==> src/rtl/bsah_pkg.sv <==
// Shared types and constants of the binned SAH split finder.
package bsah_pkg;

  localparam int SCALE_W   = 21;
  localparam int SCALE_SH  = 16;
  localparam int COST_W    = 52;
  localparam int CFG_IDX_W = 3;
  localparam int AXES      = 3;

  typedef enum logic [CFG_IDX_W-1:0] {
    REG_MIN_X   = 3'd0,
    REG_MIN_Y   = 3'd1,
    REG_MIN_Z   = 3'd2,
    REG_SCALE_X = 3'd3,
    REG_SCALE_Y = 3'd4,
    REG_SCALE_Z = 3'd5
  } cfg_reg_t;

  typedef enum logic [12:0] {
    S_IDLE    = 13'b0000000000001,
    S_BIN_RD  = 13'b0000000000010,
    S_BIN_WR  = 13'b0000000000100,
    S_AX      = 13'b0000000001000,
    S_SUF_RD  = 13'b0000000010000,
    S_SUF_ACC = 13'b0000000100000,
    S_PRE_RD  = 13'b0000001000000,
    S_PRE_ACC = 13'b0000010000000,
    S_COST    = 13'b0000100000000,
    S_CMP     = 13'b0001000000000,
    S_EMIT_L  = 13'b0010000000000,
    S_EMIT_R  = 13'b0100000000000,
    S_EMIT_NF = 13'b1000000000000
  } back_state_t;

endpackage

==> src/rtl/bsah_front.sv <==
// Front end: accept a triangle, compute its bin on each axis, hand it to the queue.
module bsah_front #(
  parameter int BIN_COUNT  = 16,
  parameter int COORD_BITS = 16
) (
  input  logic                                              clk,
  input  logic                                              rst_n,
  input  logic                                              start,
  output logic                                              busy,
  input  logic [2:0][COORD_BITS-1:0]                        cent,
  input  logic [2:0][COORD_BITS-1:0]                        lo,
  input  logic [2:0][COORD_BITS-1:0]                        hi,
  input  logic                                              last,
  input  logic [2:0][COORD_BITS-1:0]                        cmin,
  input  logic [2:0][bsah_pkg::SCALE_W-1:0]                 scale,
  input  logic                                              q_full,
  output logic                                              q_push,
  output logic [4+3*$clog2(BIN_COUNT)+6*COORD_BITS-1:0]     q_item
);
  import bsah_pkg::*;

  localparam int CW = COORD_BITS;
  localparam int BW = $clog2(BIN_COUNT);
  localparam int PW = CW + SCALE_W;

  typedef struct packed {
    logic                 last;
    logic [2:0]           en;
    logic [2:0][BW-1:0]   bin;
    logic [2:0][CW-1:0]   hi;
    logic [2:0][CW-1:0]   lo;
  } item_t;

  logic  fv_r, fv_nxt;
  item_t it_r, it_nxt;
  logic  accept;
  logic signed [CW:0] d [3];
  logic [PW-1:0] prod [3];
  logic [PW-1:0] q [3];

  assign busy   = fv_r && q_full;
  assign accept = start && !busy;
  assign q_push = fv_r && !q_full;
  assign q_item = it_r;

  always_comb begin
    it_nxt      = it_r;
    it_nxt.last = last;
    it_nxt.hi   = hi;
    it_nxt.lo   = lo;
    for (int k = 0; k < AXES; k++) begin
      d[k]    = $signed({cent[k][CW-1], cent[k]}) - $signed({cmin[k][CW-1], cmin[k]});
      prod[k] = PW'(d[k][CW-1:0]) * PW'(scale[k]);
      q[k]    = prod[k] >> SCALE_SH;
      it_nxt.en[k] = (scale[k] != '0);
      if (d[k][CW]) begin
        it_nxt.bin[k] = '0;
      end else if (q[k] > PW'(BIN_COUNT - 1)) begin
        it_nxt.bin[k] = BW'(BIN_COUNT - 1);
      end else begin
        it_nxt.bin[k] = q[k][BW-1:0];
      end
    end
  end

  always_comb begin
    fv_nxt = fv_r;
    if (accept) begin
      fv_nxt = 1'b1;
    end else if (q_push) begin
      fv_nxt = 1'b0;
    end
  end

  always_ff @(posedge clk) begin
    if (!rst_n) begin
      fv_r <= 1'b0;
    end else begin
      fv_r <= fv_nxt;
    end
    if (accept) begin
      it_r <= it_nxt;
    end
  end

endmodule

==> config.mk <==
export PLATFORM = sky130hd
export DESIGN_NAME = bsah_front
export DESIGN_NICKNAME = d
export VERILOG_FILES = /design/src/rtl/bsah_pkg.sv /design/src/rtl/bsah_front.sv
export SDC_FILE = /design/constraint.sdc
export NUM_CORES = 2
export LEC_CHECK = 0
export ABC_AREA = 1
export BUFFER_PORTS_ARGS = -buffer_cell sky130_fd_sc_hd__clkbuf_2
export CORE_MARGIN = 2
export CORE_UTILIZATION = 55
export DETAILED_ROUTE_END_ITERATION = 8
export PLACE_DENSITY = 0.78
export SYNTH_ARGS = -nofsm -noshare
export SYNTH_HDL_FRONTEND = slang
export SYNTH_SLANG_ARGS = --single-unit
==> constraint.sdc <==
create_clock -name clk -period 23 [get_ports clk]
set_input_delay 6.9 -clock clk [delete_from_list [all_inputs] [get_ports clk]]
set_output_delay 6.9 -clock clk [all_outputs]
set_load 0.01 [all_outputs]
==> results.py <==
metrics = {
    "yosys": {
        "netlist_area_um2": 40100,
        "ys_ff_latch": 113,
        "synth_cells": 5174,
        "synth.distinct_cells": 47,
        "yosysWarnings": 0,
        "syn_area_per_cell_um2": 7.76,
        "yosysSeqAreaShare_pct": 8.43,
        "yosysTopAreaCellShare_pct": 39.5,
        "synth_nets": 6595,
        "yosys.area.top_type": "fa_1",
        "synth_area_leaders": "fa_1 (40%), inv_1 (13%), ha_1 (12%), nand2_1 (11%), edfxtp_1 (8.4%)",
    },
    "detailed_routing": {
        "vias": 35100,
        "post_drt_wl_per_cell_um": 19.1,
        "initialDrtViolationCount": 2893,
        "drt-met1-wl_um": 45600,
        "viasPerCell": 5.46,
        "antenna_left": 0,
        "wl_um": 123000,
        "wl_met2_um": 55500,
        "drc_errors": 0,
        "wl_met3_um": 13800,
        "topRoutingLayerUsed": "met5",
        "drt_pre_antenna_iters": 5,
    },
    "cts": {
        "path_clk_slew_ns": 0.07,
        "clock_latency_ns": 0.51,
        "cts_buffers": 17,
        "cts_sinks": 113,
        "holdBufCountCts": 0,
        "htree_levels": 4,
        "cts_tree": "built",
        "cts_buffer_depth": 2,
        "cts_resized": 0,
        "post_cts_buffers": 0,
        "clock-root-buffer": "clkbuf_16",
    },
    "finish": {
        "drive_above_1_share_pct": 9.83,
        "area_delta_synth_final_pct": 8.12,
        "final_cell_count_no_fill": 6432,
        "nets": 6873,
    },
    "setup_path": {
        "path_class": "in -> reg",
        "crit_path_frequent_cell": "nand2_1",
        "crit_buf_inv": 5,
        "max_stage_delay_ns": 0.67,
        "rr_endpoint": "q_item[6]$_DFFE_PP_",
        "r2r-start": "fv_r$_SDFFE_PN0P_",
        "reg2reg_slack_ns": 20.64,
        "required_ns": 23.21,
        "r2r_cells": 5,
        "crit_family": "adder cells",
        "crit_slowest_cell": "clkinv_1",
        "startpoint_type": "input port",
        "critPathArrivalTime_ns": 15.38,
        "critical_path.max_fanout": 18,
        "worst_setup_path_end_kind": "flop",
    },
    "floorplan": {
        "die-area_um2": 75100,
        "core-area_um2": 72600,
        "rows": 99,
        "die_y_um": 274,
        "io_pins": 374,
        "start_util_pct": 55.3,
        "die_x_um": 274,
    },
    "sta": {
        "relSlewSlack_pct": 16.6,
        "finClkSkew_ns": 0.0364,
        "slew_violations": 0,
        "fmax_mhz": 65.9,
        "period_minus_slack_ns": 15.17,
        "rsz0062_at_grt": "false",
        "totalNegativeSetupSlack_ns": 0,
        "post-route-period-util_pct": 66.0,
        "hold_viol": 0,
        "tightest_slew_ns": 1.24,
        "setup_violations": 0,
    },
    "run_status": {
        "status": "finished, final reports clean",
    },
    "worst_hold_path": {
        "holdPathEnd": "fv_r$_SDFFE_PN0P_",
        "hp-class": "reg -> reg",
        "hold_path_depth": 2,
        "hp-start": "fv_r$_SDFFE_PN0P_",
    },
    "placed_design": {
        "dpl.cell_count": 6392,
        "dp_hpwl_um": 101000,
        "gp_congestion": 0.999,
        "portBuffers": 373,
    },
    "flow_run": {
        "maxCapViolCount": 0,
    },
    "global_route": {
        "grt_pass1_vias": 36600,
        "gr-usage-all-layers_pct": 33.9,
        "grt_start_max_net_pins": 73,
        "grt_pass1_wl_um": 194000,
        "gr-total-overflow": 0,
        "antenna_found_initial": 11,
    },
}
[per-layer routing]
metal  vias to the layer above  global-route usage [%]
met5                         -                       0
met4                         6                    18.7
met1                     16800                    41.9
met2                      2012                    54.4
li1                      15700                       -
met3                       509                    8.52
[cell families (layout without fill, tap and decap cells)]
| kind of cell | Yosys count | after routing | synth area share, % |
|---|---|---|---|
| DFF | 113 | 113 | 8.43 |
| buffers and inverters | 1512 | 1803 | 14.3 |
| and+or+nand+nor | 2079 | 2079 | 21.3 |
| AOI/OAI and AO/OA | 267 | 267 | 3.90 |
| xor gates and xnor gates | 42 | 42 | 1.08 |
| other | 0 | 8 | 0 |
| adders and majority gates | 1161 | 1161 | 51.0 |
[worst max-delay path by stage]
stage / startpoint / to / slack (ns) / cells past startpoint
floorplan: q_full / q_push / 9.03 / 1
global placement: cmin[19] / q_item[100]$_SDFFCE_PP0P_ / 7.61 / 39
detailed placement: cent[19] / q_item[100]$_SDFFCE_PP0P_ / 7.56 / 34
CTS: cent[19] / q_item[100]$_SDFFCE_PP0P_ / 8.05 / 34
global route: cmin[19] / q_item[101]$_SDFFCE_PP0P_ / 7.45 / 36
finish: cent[19] / q_item[100]$_SDFFCE_PP0P_ / 7.83 / 35
[sequential cells by signal (all words and copies together), names as in the netlist]
register and cells:
q_item 112, fv_r 1
[metrics by stage]
stage                     utilization [%]  hold WS (ns)  cell area, um^2  worst slack, ns
final                                59.8         0.551            43400             7.83
after global routing                 59.8         0.571            43400             7.45
after CTS                            59.7         0.557            43400             8.05
after detailed placement             58.9         0.548            42700             7.56
after global placement               58.9         0.479            42700             7.61
after floorplan                         -         0.463            40100             9.03
[cells in the mapped netlist, drive strengths merged]
cell and instances:
clkinv 35, nor4 16, ha 369, o21a 8, buf 16, o211ai 2, a31oi 8, o221ai 3
a211oi 2, nand3b 14, clkbuf 106, inv 1355, a31o 3, o21bai 24, xor2 21, nand2b 1
or2 44, a21oi 139, and3 3, a21o 16, o311ai 1, a21boi 3, nor3 29, and2 2
nand2 1160, dfxtp 1, nor2 592, o21ai 58, fa 792, xnor2 21, nand4 20, edfxtp 112
nand3 198
[tightest hold or removal path, delay by kind of cell, from the launching register on]
family,cells,cell delay [ns]
AOI/OAI and AO/OA,1,0.11
DFF,1,0.31
and+or+nand+nor,1,0.08
[area by class of cell]
class,count,area [um^2]
clock inverters,15,195
multi-input cells,3549,31000
inverters,1390,5220
fillers,6574,29200
repair buffers,381,1930
clock buffers,17,425
flip-flops and latches,113,3380
well taps,959,1200
diodes,8,20.0
[cells in the final DEF (no fill, tap or decap), types with 11 or more instances in the layout]
cell type  instances
inv_1           1344
clkinv_1          35
ha_1             369
nand2_1         1153
a21oi_1          139
nand3_1          195
o21ai_0           47
xnor2_1           20
nand4_1           20
fa_1             792
xor2_1            18
nor2_2            36
nand3b_1          11
inv_2             11
nor2_1           553
clkbuf_2         373
nor3_1            28
a21o_1            16
o21bai_1          24
or2_2             44
edfxtp_1         112
nor4_1            16
clkbuf_16         17
Power is not shown: default switching activity piles up to over one toggle a cycle in this logic, so the estimate is an artifact.
