<file path="src/rtl/bsah_queue.sv">
// Short FIFO between the binning front end and the back end.
module bsah_queue #(
  parameter int WIDTH = 8
) (
  input  logic             clk,
  input  logic             rst_n,
  input  logic             push,
  input  logic [WIDTH-1:0] din,
  output logic             full,
  input  logic             pop,
  output logic             empty,
  output logic [WIDTH-1:0] dout
);

  localparam int DEPTH = 4;
  localparam int PTR_W = $clog2(DEPTH);

  logic [WIDTH-1:0] slot_r [DEPTH];
  logic [PTR_W-1:0] wp_r, rp_r;
  logic [PTR_W:0]   cnt_r, cnt_nxt;

  assign full  = (cnt_r == (PTR_W+1)'(DEPTH));
  assign empty = (cnt_r == '0);
  assign dout  = slot_r[rp_r];

  always_comb begin
    cnt_nxt = cnt_r;
    if (push && !pop) begin
      cnt_nxt = cnt_r + 1'b1;
    end else if (pop && !push) begin
      cnt_nxt = cnt_r - 1'b1;
    end
  end

  always_ff @(posedge clk) begin
    if (!rst_n) begin
      wp_r  <= '0;
      rp_r  <= '0;
      cnt_r <= '0;
    end else begin
      cnt_r <= cnt_nxt;
      if (push) begin
        wp_r <= wp_r + 1'b1;
      end
      if (pop) begin
        rp_r <= rp_r + 1'b1;
      end
    end
    if (push) begin
      slot_r[wp_r] <= din;
    end
  end

  a_no_overflow: assert property (@(posedge clk) disable iff (!rst_n)
    full && !pop |-> !push) else $error("queue push while full");
  a_no_underflow: assert property (@(posedge clk) disable iff (!rst_n)
    empty |-> !pop) else $error("queue pop while empty");
  a_count_step: assert property (@(posedge clk) disable iff (!rst_n)
    push && !pop && !full |=> cnt_r == $past(cnt_r) + 1'b1) else $error("queue count");

endmodule

</file>
<file path="config.mk">
export PLATFORM = sky130hd
export DESIGN_NAME = bsah_queue
export DESIGN_NICKNAME = d
export VERILOG_FILES = /design/src/rtl/bsah_queue.sv
export SDC_FILE = /design/constraint.sdc
export NUM_CORES = 1
export LEC_CHECK = 0
export ABC_AREA = 0
export BUFFER_PORTS_ARGS = -buffer_cell sky130_fd_sc_hd__buf_2
export CORE_MARGIN = 4
export CORE_UTILIZATION = 59
export DETAILED_ROUTE_END_ITERATION = 8
export PLACE_DENSITY = 0.82
export SYNTH_ARGS = -nofsm -noshare
export SYNTH_HDL_FRONTEND = slang
export SYNTH_SLANG_ARGS = --single-unit
</file>
<file path="constraint.sdc">
create_clock -name clk -period 4.4 [get_ports clk]
set_input_delay 0.22 -clock clk [delete_from_list [all_inputs] [get_ports clk]]
set_output_delay 0.22 -clock clk [all_outputs]
set_load 0.05 [all_outputs]
</file>
==> flow_metrics.tcl, run 1 <==
set metrics [dict create \
    status "complete, no violations" \
    holdWs_ns 0.09372 \
    drt-vias-per-instance 5.317 \
    areaGrowthSynthToFinish_pct 10.93 \
    ys_seq_area_share_pct 71.19 \
    clock_latency_ns 0.33 \
    synth.area.top_cells "edfxtp_1 60%, dfxtp_1 11%, mux4_2 11%" \
    relSlewSlack_pct 63.76 \
    min-delay-path-class "in -> reg" \
    rows 18 \
    start_util_pct 62.98 \
    vdd_drop_max_v 0.0003809 \
    die_area_mm2 0.003614 \
    cts-hold-fix-buffers 0 \
    detail_route.wl_per_cell_um 16.68 \
    yosysWarnings 0 \
    worstPathCellList "mux4_2, buf_2" \
    gp_congestion 0.6745 \
    required_ns 4.18 \
    slew_viol_final 0 \
    final-setup-viol-count 0 \
    htreeDepth 2 \
    cts_buffers 5 \
    grt_pass1_vias 814 \
    chipWidth_um 60.12 \
    grt_start_max_net_pins 12 \
    yosys_register_bits 41 \
    io_buffer_count 21 \
    dp.cells 134 \
    skew_ns 0.01177 \
    power_leakage_uw 0.0006512 \
    grt_pass1_wl_um 4022 \
    critPathMaxFanout 8 \
    synth_area_mm2 0.001603 \
    post_route_cells_drive_above_1_share_pct 30.36 \
    cts_setup_buffers 0 \
    groute.usage.overall_pct 16.62 \
    cp_num_buf_inv 1 \
    core_mm2 0.002545 \
    synth_cell_type_count 19 \
    drt-initial-drc-count 13 \
    post-route-min-period_ns 2.035 \
    antenna_left 0 \
    power_density_mw_per_mm2 430.8 \
    netlist.area_leader.share_pct 59.95 \
    worst_pin_slew_ns 0.5429 \
    clockBufferDepth 2 \
    layout.nets 129 \
    fillers 177 \
    instances_no_fill 142 \
    antenna_found_initial 0 \
    rsz0062_at_grt "no" \
    cts_root_buf "clkbuf_4" \
    num_io_pins 22 \
    syn_inst 85 \
    endpoint_kind "output pin" \
    place_hpwl_um 1764 \
    worstSetupPathType "reg -> out" \
    overflow 0 \
    cts-resized-gates 0 \
    cts_sinks 41 \
    fp.dieH_um 60.12 \
    dr.pass1.iters 4 \
    syn-mean-instance-area_um2 18.86 \
    critical_path_arrival_ns 1.82 \
    setup_tns_ns 0 \
    start_kind "register" \
    cts_tree "done" \
    fmax_mhz 491.3 \
    drc 0 \
    hold_violations 0 \
    seqCellArea_mm2 0.001141 \
    multi_input_area_um2 430.4 \
    cp_top_family "flip-flops" \
    yosysTopAreaCell "edfxtp_1" \
    post-route-period-util_pct 46.26 \
    clkTransAtPathRegs_ns 0.11 \
    cp_slowest_cell "dfxtp_1" \
    cap_violations 0 \
    synth_nets 103 \
    vias 755 \
    diodes 0 \
    crit_path_max_incr_delay_ns 0.68 \
    wirelength_um 2369 \
]
power by group:
group,internal [uW],switching (uW)
logic,49.3,90.5
clock network,63.8,102
registers,442,18.3
per-stage QoR:
step,setup slack (ns),total power [uW],instance area (um2),util [%]
4_1_cts,2.286,774.8,1778,69.86
5_1_grt,2.208,805.3,1778,69.86
3_5_place_dp,2.673,611.8,1729,67.94
2_1_floorplan,2.678,577.3,1603,-
3_3_place_gp,2.711,607.0,1729,67.94
6_report,2.365,765.9,1778,69.86
kinds of logic after synthesis:
kind of cell             Yosys count  synth area share [%]
AO/OA/AOI/OAI                      2                0.7805
XOR/XNOR                           5                 2.733
adder cells (fa/ha/maj)            6                 5.152
buffers and inverters              6                 1.951
flip-flops                        41                 71.19
multiplexers                      10                 12.49
AND/OR/NAND/NOR                   15                 5.698
worst register-to-register path, stage by stage (launching register included):
cell and delay [ns]:
dfxtp_1 0.37, fa_1 0.44, xor2_1 0.15, or3_1 0.31, a21boi_1 0.14
Yosys cell counts:
master     n
and2_1     9
xor2_1     3
nor3b_1    1
xnor2_1    2
clkbuf_2   1
or3_1      1
ha_1       5
nor3_1     1
nand2_1    1
mux2i_1    2
dfxtp_1    9
inv_1      4
a21boi_1   1
mux4_2     8
buf_6      1
fa_1       1
edfxtp_1  32
nor2b_1    2
o21ai_0    1
flip-flops by register name, summed over array words and instances, names as in the netlist, named ones only:
signal	count
wp_r	2
cnt_r	3
rp_r	2
slot_r	32
path summary, 6_finish.rpt:
| path | cells past startpoint | from | slack (ns) | endpoint |
|---|---|---|---|---|
| max reg2reg | 4 | cnt_r[0] | 2.95 | cnt_r[2] |
| max | 2 | register | 2.36 | dout[2] |
| min | 1 | din[0] | 0.09 | slot_r[2][0] |
| min reg2reg | 2 | cnt_r[2] | 0.52 | cnt_r[2] |
per-layer routing:
metal	track usage (%)	share of wire, %
met5	0	0
met4	7.595	0.97
met3	6.048	5.4
met2	28.40	52
met1	18.33	42
final cells by class:
class                           instances  area share, %
Clock buffer                            8          2.745
Inverter                                4         0.8445
Multi-Input combinational cell         38          24.21
Sequential cell                        41          64.18
Tap cell                               30          2.111
Timing Repair Buffer                   21          5.911
layout by cell type (no fill, tap or decap), drive strengths merged, types with 2 or more instances in the layout:
cell type,count
mux4,8
edfxtp,32
inv,4
clkbuf,8
xor2,3
and2,9
nor2b,2
mux2i,2
xnor2,2
buf,21
ha,5
dfxtp,9
Power figures use the tool's default switching activity.
==> run 2: changes to the inputs <==
- CORE_UTILIZATION: 59 -> 50
- PLACE_DENSITY: 0.82 -> 0.74
- clock period: 4.4 -> 1.8 ns (I/O delays scaled with it)
==> run 2 against run 1 <==
Design area increased by 6.8%. Sequential power grew 140%. Via count grew 6.4%. Flip-flop and latch count is the same. Utilization decreased by 7.7 points. Critical path type unchanged. Largest cell class unchanged. Largest power group unchanged. Highest routed layer unchanged.
==> flow_metrics.tcl, run 2 (synthesized netlist as in run 1, its figures left out) <==
set metrics [dict create \
    status "complete, no violations" \
    relSlewSlack_pct 71.06 \
    regMostFlops "slot_r" \
    drt-initial-drc-count 29 \
    power_density_mw_per_mm2 1017 \
    num_io_pins 22 \
    clock_latency_ns 0.33 \
    hold_violations 0 \
    multi_input_area_um2 430.4 \
    placed_area_mm2 0.001754 \
    largest_register_ffs 32 \
    cap_violations 0 \
    cp_slowest_cell "mux4_2" \
    p_total_uw 1930 \
    cts_sinks 41 \
    slew_viol_final 0 \
    start_kind "register" \
    vdd_drop_max_v 0.0006205 \
    drt-vias-per-instance 4.867 \
    grt_start_max_net_pins 13 \
    overflow 0 \
    cp_top_family "multiplexers" \
    layout.nets 138 \
    fillers 250 \
    final_cell_mix "32 x edfxtp_1, 21 x buf_2, 9 x and2_1, 9 x dfxtp_1" \
    cts_buffers 5 \
    dr.pass1.iters 4 \
    worstSetupPathType "reg -> out" \
    crit_path_max_incr_delay_ns 0.50 \
    htreeDepth 2 \
    core_mm2 0.003053 \
    fin_area_mm2 0.001898 \
    place_hpwl_um 1640 \
    rr_startpoint "cnt_r[0]" \
    io_buffer_count 21 \
    fp.dieH_um 64.62 \
    worstPathCellList "buf_6, mux4_2, buf_2" \
    setup_ws_ns 0.1528 \
    critical_path_arrival_ns 1.56 \
    power_leakage_uw 0.0006999 \
    holdWs_ns 0.05081 \
    final-setup-viol-count 0 \
    grt_pass1_vias 865 \
    required_ns 1.71 \
    endpoint_kind "output pin" \
    areaGrowthSynthToFinish_pct 18.42 \
    rsz0062_at_grt "no" \
    final_common_cell "edfxtp_1" \
    hold_start "rst_n" \
    post-route-min-period_ns 1.647 \
    hold_depth 2 \
    rows 20 \
    vias 803 \
    drc 0 \
    skew_ns 0.006136 \
    seqCellArea_mm2 0.001141 \
    worst_pin_slew_ns 0.4341 \
    detail_route.wl_per_cell_um 14.02 \
    cts_root_buf "clkbuf_4" \
    critPathMaxFanout 8 \
    clockBufferDepth 2 \
    chipWidth_um 64.62 \
    r2r_setup_slack_ns 0.32 \
    wirelength_um 2313 \
    groute.usage.overall_pct 12.99 \
    cts_tree "done" \
    post-route-period-util_pct 91.51 \
    clkTransAtPathRegs_ns 0.10 \
    min-delay-path-class "in -> reg" \
    post_route_cells_drive_above_1_share_pct 30.58 \
    timing.rr.end "cnt_r[2]" \
    start_util_pct 52.50 \
    fmax_mhz 607.1 \
    diodes 0 \
    cp_num_buf_inv 2 \
    antenna_found_initial 0 \
    hold_end "rp_r[0]" \
    grt_pass1_wl_um 3995 \
    r2r_cells 4 \
    die_area_mm2 0.004175 \
    cts_setup_buffers 0 \
    antenna_left 0 \
    gp_congestion 0.6913 \
    top_regs "slot_r x32, cnt_r x3" \
    dp_worst_setup_slack_ns 0.2511 \
    setup_tns_ns 0 \
]
## run 2: cell types whose count changed in the layout (fill, tap and decap cells not counted)
cell | before | now
clkinv_2 | 0 | 1
buf_6 | 0 | 1
clkbuf_8 | 0 | 1
dlygate4sd3_1 | 0 | 8
clkbuf_1 | 3 | 0
clkinv_1 | 0 | 1
## run 2: final cells by class
class | count | share of cell area (%)
clock inverters | 2 | 0.4614
well taps | 44 | 2.900
repair buffers | 30 | 10.35
multi-input cells | 38 | 22.68
clock buffers | 6 | 2.703
inverters | 4 | 0.7910
flip-flops and latches | 41 | 60.12
## run 2: layer usage
layer	routed length (um)	global-route usage [%]	part of all wire, %
met1	1033	15.86	45
met2	1136	21.52	49
met4	40	4.749	1.7
met3	103	4.333	4.5
met5	0	0	0
## run 2: power by group
part           switching [uW]  internal [uW]  leakage, uW
combinational             234            137     0.000296
sequential               35.9           1080     0.000368
clock                     259            184    0.0000357
## run 2: worst reg2reg max path, stage by stage, from the launching register on
cell and delay (ns):
dfxtp_1 0.37, fa_1 0.44, xor2_1 0.16, or3_1 0.30, a21boi_1 0.14
## run 2: worst max-delay path by stage
stage / cells after the start / startpoint / end
3_3_place_gp: 7 / push / cnt_r[2]
4_1_cts: 3 / register / dout[3]
5_1_grt: 3 / register / dout[3]
2_1_floorplan: 1 / cnt_r[1] / full
3_5_place_dp: 7 / push / cnt_r[2]
6_report: 3 / register / dout[7]
## run 2: through the flow
step | std cells | utilization, %
floorplan | 85 | -
global placement | 149 | 57.46
detailed placement | 149 | 57.46
CTS | 165 | 62.05
global route | 165 | 62.17
finish | 165 | 62.17
## run 2: timing repair
item,CTS,global route
hold endpoints to repair,32,0
hold buffers,8,0
gates resized for setup,0,1
endpoints found under the setup margin,0,1
==> run 3: changes to the inputs <==
- CORE_UTILIZATION: 50 -> 55
- PLACE_DENSITY: 0.74 -> 0.77
- clock period: 1.8 -> 1.73 ns (I/O delays scaled with it)
==> run 3 against run 2 <==
Sequential power rose by 4%. Design area grew 2.0%. Critical path depth unchanged. Register-to-register slack got worse by 0.05 ns. Clock-buffer cell count unchanged. Utilization increased by 7.4 points. First-iteration DRC count shrank 3.4%. Non-clock buffer count is the same. Sequential share of layout area down 1.2 points. Flip-flop and latch count unchanged. Via count increased by 0.25%. Worst hold slack got worse by 0.029 ns. Critical path type unchanged. Highest routed layer unchanged.
==> flow_metrics.tcl, run 3 (synthesized netlist as in run 1, its figures left out) <==
set metrics [dict create \
    drc 0 \
    power_leakage_uw 0.0007173 \
    rr_startpoint "cnt_r[0]" \
    grt_pass1_wl_um 3829 \
    cap_violations 0 \
    antenna_left 0 \
    cp_top_family "multiplexers" \
    worstSetupPathType "reg -> out" \
    vdd_drop_max_v 0.0009549 \
    antenna_found_initial 0 \
    num_io_pins 22 \
    post_route_cells_drive_above_1_share_pct 29.75 \
    overflow 0 \
    htreeDepth 2 \
    cts_sinks 41 \
    layout.nets 138 \
    final_common_cell "edfxtp_1" \
    drt-initial-drc-count 28 \
    gp_congestion 0.6517 \
    post-route-min-period_ns 1.641 \
    cts_tree "done" \
    post-route-period-util_pct 94.85 \
    diodes 0 \
    critical_path_arrival_ns 1.55 \
    power_density_mw_per_mm2 1119 \
    start_util_pct 57.62 \
    cts_buffers 5 \
    cts_root_buf "clkbuf_4" \
    clock_latency_ns 0.35 \
    die_area_mm2 0.003842 \
    relSlewSlack_pct 69.47 \
    vias 805 \
    timing.rr.end "cnt_r[2]" \
    areaGrowthSynthToFinish_pct 20.77 \
    place_hpwl_um 1635 \
    worstPathCellList "buf_6, mux4_2, buf_4" \
    grt_start_max_net_pins 13 \
    wirelength_um 2414 \
    chipWidth_um 61.98 \
    clkTransAtPathRegs_ns 0.11 \
    clockBufferDepth 2 \
    fmax_mhz 609.4 \
    utilization_pct 69.59 \
    final_cell_mix "32 x edfxtp_1, 13 x buf_2, 9 x and2_1, 9 x dfxtp_1" \
    dr.pass1.iters 4 \
    required_ns 1.64 \
    io_buffer_count 21 \
    r2r_setup_slack_ns 0.27 \
    setup_tns_ns 0 \
    r2r_cells 4 \
    crit_path_max_incr_delay_ns 0.50 \
    start_kind "register" \
    groute.usage.overall_pct 15.26 \
    skew_ns 0.01319 \
    drt-vias-per-instance 5.296 \
    hold_depth 2 \
    slew_viol_final 0 \
    hold_violations 0 \
    core_mm2 0.002781 \
    grt_pass1_vias 824 \
    rows 19 \
    fp.dieH_um 61.98 \
    min-delay-path-class "in -> reg" \
    detail_route.wl_per_cell_um 15.88 \
    critPathMaxFanout 8 \
    worst_pin_slew_ns 0.4580 \
    hold_end "cnt_r[0]" \
    final-setup-viol-count 0 \
    top_regs "slot_r x32, cnt_r x3" \
    status "complete, no violations" \
    endpoint_kind "output pin" \
    cp_slowest_cell "mux4_2" \
    rsz0062_at_grt "no" \
    cp_num_buf_inv 2 \
    largest_register_ffs 32 \
    regMostFlops "slot_r" \
    hold_start "rst_n" \
    cts_setup_buffers 0 \
]
-- run 3: cell types whose count changed in the layout (fill, tap and decap cells not counted) --
cell	before	now
buf_2	21	13
buf_4	0	3
buf_6	1	6
bufinv_16	0	1
clkbuf_1	0	1
clkbuf_8	1	0
clkinv_2	1	0
-- run 3: metal layers --
metal,GRT usage [%],share of wire (%)
met5,0,0
met4,7.273,2.2
met3,6.198,5.5
met2,26.33,53
met1,16.11,39
-- run 3: worst max path at each step --
| stage | depth (start not counted) | to |
|---|---|---|
| 2_1_floorplan | 1 | full |
| 3_3_place_gp | 7 | cnt_r[2] |
| 3_5_place_dp | 7 | cnt_r[2] |
| 4_1_cts | 3 | dout[0] |
| 5_1_grt | 3 | dout[6] |
| 6_report | 3 | dout[2] |
-- run 3: area by class of cell --
type	count	area [um2]
Multi-Input combinational cell	38	430.4
Sequential cell	41	1141
Inverter	4	15.01
Tap cell	31	38.79
Clock inverter	2	33.78
Fill cell	194	845.8
Clock buffer	6	41.29
Timing Repair Buffer	30	235.2
-- run 3: power by group --
part	leakage, uW	switching (uW)	internal, uW
Combinational	0.000309	249	169
Sequential	0.000368	37.5	1120
Clock	0.0000399	286	301
Total	0.000717	572	1590
-- run 3: timing repair --
item                                   4_1_cts  5_1_grt
gates resized for setup                      3       16
endpoints found under the hold margin       32        0
hold buffers                                 8        0
setup endpoints to repair                    3        8
-- run 3: per-stage QoR --
| stage | hold slack [ns] | total power, uW | instances | worst slack, ns | area (um2) |
|---|---|---|---|---|---|
| final | 0.02223 | 2167 | 152 | 0.08914 | 1936 |
| after global routing | 0.03204 | 2260 | 152 | 0.006299 | 1936 |
| after CTS | 0.01475 | 2159 | 152 | 0.00001121 | 1901 |
| after detailed placement | 0.3088 | 1559 | 136 | 0.2022 | 1738 |
| after global placement | 0.2973 | 1546 | 136 | 0.2426 | 1738 |
| after floorplan | 0.1854 | 1468 | 85 | 0.1417 | 1603 |
